[src/design/heightfield_point_height_query_macros.svh]
// assertion macros used by the design datapath
`ifndef HEIGHTFIELD_POINT_HEIGHT_QUERY_MACROS_SVH
`define HEIGHTFIELD_POINT_HEIGHT_QUERY_MACROS_SVH

`ifndef SYNTHESIS
`define HFQ_ASSERT(lbl, prop) \
    lbl: assert property (@(posedge clk) disable iff (!rst_n) (prop)) \
        else $error("hfq assertion failed");
`define HFQ_ASSERT_NEXT(lbl, ante, cons) \
    lbl: assert property (@(posedge clk) disable iff (!rst_n) (ante) |=> (cons)) \
        else $error("hfq assertion failed");
`else
`define HFQ_ASSERT(lbl, prop)
`define HFQ_ASSERT_NEXT(lbl, ante, cons)
`endif

`endif

[src/design/hfq_pkg.sv]
package hfq_pkg;

    localparam int SS_W        = 16;
    localparam int N_W         = 6;
    localparam int POS_W       = 24;
    localparam int LIM_W       = 22;
    localparam int Q_W         = 14;
    localparam int FRAC_W      = 8;
    localparam int W_W         = 9;
    localparam int ADDR_W      = 12;
    localparam int STORE_DEPTH = 4096;
    localparam int OUT_W       = 16;
    localparam int LOAD_W      = 16;
    localparam int CNT_W       = 4;

    localparam int MAX_SQUARES = 63;
    localparam int HEIGHT_BITS = 16;
    localparam int N_LIMIT     = (MAX_SQUARES < 63) ? MAX_SQUARES : 63;

    localparam logic [SS_W-1:0] SS_RESET = 16'd256;
    localparam logic [N_W-1:0]  N_RESET  = 6'd63;

    localparam logic CFG_SQUARE_SIZE    = 1'b0;
    localparam logic CFG_SQUARES_IN_USE = 1'b1;

    localparam logic KIND_LOAD  = 1'b0;
    localparam logic KIND_QUERY = 1'b1;

    localparam logic [1:0] SEL_H00    = 2'd0;
    localparam logic [1:0] SEL_H11    = 2'd1;
    localparam logic [1:0] SEL_CORNER = 2'd2;

    typedef struct packed {
        logic       accept;
        logic       check;
        logic       rd_en;
        logic [1:0] rd_sel;
        logic       acc_first;
        logic       acc_add;
        logic [1:0] wsel;
        logic       out_load;
    } hfq_cmd_t;

    typedef struct packed {
        logic oor;
        logic div_done;
        logic out_free;
    } hfq_status_t;

endpackage

[src/design/hfq_ctrl.sv]
module hfq_ctrl
    import hfq_pkg::*;
(
    input  logic        clk,
    input  logic        rst_n,
    input  logic        in_valid,
    input  logic        kind,
    output logic        in_stall,
    input  hfq_status_t status,
    output hfq_cmd_t    cmd
);

    localparam logic [2:0] S_IDLE  = 3'd0;
    localparam logic [2:0] S_CHECK = 3'd1;
    localparam logic [2:0] S_DIV   = 3'd2;
    localparam logic [2:0] S_RD0   = 3'd3;
    localparam logic [2:0] S_RD1   = 3'd4;
    localparam logic [2:0] S_RD2   = 3'd5;
    localparam logic [2:0] S_ACC   = 3'd6;
    localparam logic [2:0] S_FIN   = 3'd7;

    logic [2:0] state_reg, state_next;

    always_comb
    begin
        state_next = state_reg;
        cmd        = '0;
        unique case (state_reg)
            S_IDLE:
            begin
                cmd.accept = in_valid;
                if (in_valid && kind == KIND_QUERY)
                begin
                    state_next = S_CHECK;
                end
            end
            S_CHECK:
            begin
                cmd.check  = 1'b1;
                state_next = status.oor ? S_FIN : S_DIV;
            end
            S_DIV:
            begin
                if (status.div_done)
                begin
                    state_next = S_RD0;
                end
            end
            S_RD0:
            begin
                cmd.rd_en  = 1'b1;
                cmd.rd_sel = SEL_H00;
                state_next = S_RD1;
            end
            S_RD1:
            begin
                cmd.rd_en     = 1'b1;
                cmd.rd_sel    = SEL_H11;
                cmd.acc_first = 1'b1;
                cmd.wsel      = SEL_H00;
                state_next    = S_RD2;
            end
            S_RD2:
            begin
                cmd.rd_en   = 1'b1;
                cmd.rd_sel  = SEL_CORNER;
                cmd.acc_add = 1'b1;
                cmd.wsel    = SEL_H11;
                state_next  = S_ACC;
            end
            S_ACC:
            begin
                cmd.acc_add = 1'b1;
                cmd.wsel    = SEL_CORNER;
                state_next  = S_FIN;
            end
            S_FIN:
            begin
                if (status.out_free)
                begin
                    cmd.out_load = 1'b1;
                    state_next   = S_IDLE;
                end
            end
            default:
            begin
                state_next = S_IDLE;
            end
        endcase
    end

    always_ff @(posedge clk or negedge rst_n)
    begin
        if (!rst_n)
        begin
            state_reg <= S_IDLE;
        end
        else
        begin
            state_reg <= state_next;
        end
    end

    assign in_stall = (state_reg != S_IDLE);

endmodule

[config.mk]
export PLATFORM = sky130hd
export DESIGN_NAME = hfq_ctrl
export DESIGN_NICKNAME = d
export VERILOG_FILES = /design/src/design/heightfield_point_height_query_macros.svh /design/src/design/hfq_pkg.sv /design/src/design/hfq_ctrl.sv
export SDC_FILE = /design/constraint.sdc
export NUM_CORES = 1
export LEC_CHECK = 0
export ABC_AREA = 0
export BUFFER_PORTS_ARGS = -buffer_cell sky130_fd_sc_hd__buf_2
export CAP_MARGIN = 40
export CORE_AREA = 8 8 45 47
export DETAILED_ROUTE_END_ITERATION = 10
export DIE_AREA = 0 0 53 55
export SETUP_SLACK_MARGIN = 0.05
export SKIP_CTS_REPAIR_TIMING = 1
export SLEW_MARGIN = 20
export SYNTH_ARGS = -nofsm -noshare
export SYNTH_HDL_FRONTEND = slang
export SYNTH_SLANG_ARGS = --single-unit
[constraint.sdc]
create_clock -name clk -period 1.7 [get_ports clk]
set_input_delay 0.425 -clock clk [delete_from_list [all_inputs] [get_ports clk]]
set_output_delay 0.425 -clock clk [all_outputs]
set_load 0.01 [all_outputs]
==> results.sh <==
export IMPL_status="finished with violations"
export IMPL_violations="negative setup slack"
export IMPL_start_util_pct=23.2
export IMPL_fin_ws_ns=-0.0949
export IMPL_wl_met3_um=115
export IMPL_fin_nets=77
export IMPL_wl_per_cell_um=13.4
export IMPL_seq_area_frac_synth_pct=23.3
export IMPL_clock_skew_ns=0.00128
export IMPL_max_freq_mhz=557
export IMPL_htree_levels=1
export IMPL_ys_seq_elements=3
export IMPL_ys_top_cells_by_area="dfrtp_1 23%, ha_1 16%, and2_1 7.8%"
export IMPL_synth_top_area_share_pct=23.3
export IMPL_diodes=0
export IMPL_drc_errors=0
export IMPL_cpPeakStageDelay_ns=0.42
export IMPL_r2r_start="state_reg[1]"
export IMPL_r2r_cells=5
export IMPL_dr_pass1_iters=4
export IMPL_crit_required_ns=1.27
export IMPL_die_height_um=55
export IMPL_root_buffer="clkbuf_4"
export IMPL_place_ws_ns=0.0531
export IMPL_finalCriticalPeriod_ns=1.79
export IMPL_syn_area_sq_um=322
export IMPL_ys_flop_type="dfrtp_1"
export IMPL_synthToLayoutAreaGrowth_pct=92.6
export IMPL_clock_sinks=3
export IMPL_layout_drive_gt1_share_pct=69.2
export IMPL_grt_pass1_vias=379
export IMPL_rrSetupSlack_ns=0.02
export IMPL_met2_length_um=544
export IMPL_synth_edff_count=0
export IMPL_ios=18
export IMPL_grt_start_max_net_pins=10
export IMPL_hold_viol_final=0
export IMPL_ant_nets=0
export IMPL_clk_pin_slew_ns=0.04
export IMPL_cp_depth=5
export IMPL_antenna_found_initial=0
export IMPL_power_density_nw_per_um2=2120
export IMPL_cts_buffers=3
export IMPL_gr_total_overflow=0
export IMPL_dp_hpwl_um=741
export IMPL_synth_cells=38
export IMPL_port_buffers=17
export IMPL_synth_top_cell_by_area="dfrtp_1"
export IMPL_worstHoldPathType="input pin to flip-flop"
export IMPL_synth_net_count=49
export IMPL_cts_tree="built"
export IMPL_period_share_pct=106
export IMPL_async_flop_share_pct=100
export IMPL_clock_tree_buffer_depth=2
export IMPL_utilization_pct=44.8
export IMPL_vias_per_cell=4.58
export IMPL_critPathCapture="cmd[3]"
export IMPL_fp_dieW_um=53
export IMPL_peakVddDrop_v=0.000909
export IMPL_crit_fanout=4
export IMPL_tightest_slew_ns=0.330
export IMPL_cp_start_kind="flip-flop"
export IMPL_crit_type="flip-flop to output port"
export IMPL_drt_initial_drc_count=5
export IMPL_p_leak_uw=0.000288
export IMPL_wl_um=1090
export IMPL_ys_types=20
export IMPL_rr_endpoint="state_reg[0]"
export IMPL_routabilityCongestion=0.713
export IMPL_drv_slew=0
export IMPL_grt_pass1_wl_um=1560
export IMPL_critPathSlowestCell="dfrtp_2"
export IMPL_cp_top_family="flip-flops"
export IMPL_insertion_delay_ns=0.23
export IMPL_crit_path_cell_trace="inv_4, ha_4, and2_4, or2_4, buf_6"
export IMPL_worst_path_buf_inv=2
export IMPL_vias=371
export IMPL_setup_viol=4
export IMPL_slew_headroom_pct=77.9
export IMPL_grt_total_usage_pct=7.06
export IMPL_crit_arrival_ns=1.37
export IMPL_drt_met1_wl_um=427
export IMPL_crit_start="state_reg[1]"
export IMPL_end_kind="output port"
export IMPL_rows=14
export IMPL_design_core_area_sq_um=1380
export IMPL_cap_violations=0
export IMPL_ys_warn_count=0
export IMPL_avgSynthCellArea_sq_um=8.46
export IMPL_die_area_sq_um=2920
export IMPL_rsz0062_at_grt="true"
export IMPL_largest_reg_flops=3
export IMPL_top_layer="met3"
-- layout make-up --
cell class / count / area, sq um
clock buffer: 4 / 26.3
fill: 139 / 764
inverter: 4 / 17.5
multi-input combinational: 30 / 308
sequential: 3 / 77.6
tap: 16 / 20.0
timing repair buffer: 24 / 170
-- per-layer routing --
layer / up-vias / global-route usage (%)
met5: - / 0
met4: 0 / 6.47
met3: 0 / 2.14
met2: 17 / 11.3
met1: 167 / 7.33
li1: 187 / -
-- where the power goes --
group / total (uW) / leakage (uW) / switching (uW) / internal, uW
combinational: 1000 / 0.000241 / 455 / 547
sequential: 187 / 0.0000322 / 69.0 / 118
clock: 122 / 0.0000150 / 34.6 / 87.8
total: 1310 / 0.000288 / 558 / 753
-- Yosys cell counts (2+ instances only) --
library cell and count:
nand2_1 3, and3_1 2, mux2_2 2, inv_1 4, nor2_1 3, ha_1 4
dfrtp_1 3, a21oi_1 2, and2_1 4
-- kinds of logic (layout without fill, tap and decap cells) --
| group | after synthesis | count (layout) | share of synthesized area (%) |
|---|---|---|---|
| and+or+nand+nor | 17 | 17 | 29.6 |
| AOI/OAI and AO/OA | 7 | 7 | 18.7 |
| buffers and inverters | 5 | 32 | 5.83 |
| adders and majority gates | 4 | 4 | 15.6 |
| DFF | 3 | 3 | 23.3 |
| muxes | 2 | 2 | 7.00 |
-- through the flow --
step	power (uW)	hold WS (ns)	cell area [sq um]	std cells	TNS [ns]
4_1_cts	978	-0.0278	472	77	-0.559
6_report	1310	0.423	619	81	-0.256
3_3_place_gp	833	0.221	445	73	0
3_5_place_dp	847	0.221	445	73	0
2_1_floorplan	597	0.129	322	38	0
5_1_grt	1420	0.430	619	81	-0.621
-- layout by cell type, fill, tap and decap left out, types with 2 or more instances in the layout --
cell,netlist,layout
a21oi_1,2,2
ha_4,0,4
nor2_2,0,2
clkbuf_4,0,3
buf_6,0,6
nand2_1,3,3
mux2_2,2,2
inv_2,0,2
and2_1,4,3
dfrtp_2,0,2
buf_4,0,3
buf_2,0,14
-- worst min-delay path by stage --
stage	depth (start not counted)	from	slack (ns)	end
floorplan	0	rst_n	0.13	state_reg[0]
global placement	1	rst_n	0.22	state_reg[2]
detailed placement	1	rst_n	0.22	state_reg[2]
CTS	1	rst_n	-0.03	state_reg[0]
global route	2	status[0]	0.43	state_reg[2]
finish	2	status[0]	0.42	state_reg[2]
-- worst reg2reg max path, stage by stage, from the launching register on --
cell and delay, ns:
dfrtp_2 0.45, buf_6 0.14, ha_4 0.15, and3b_1 0.18, a311oi_2 0.26, mux2_2 0.38
No activity file was read; power rests on OpenSTA's default activity.
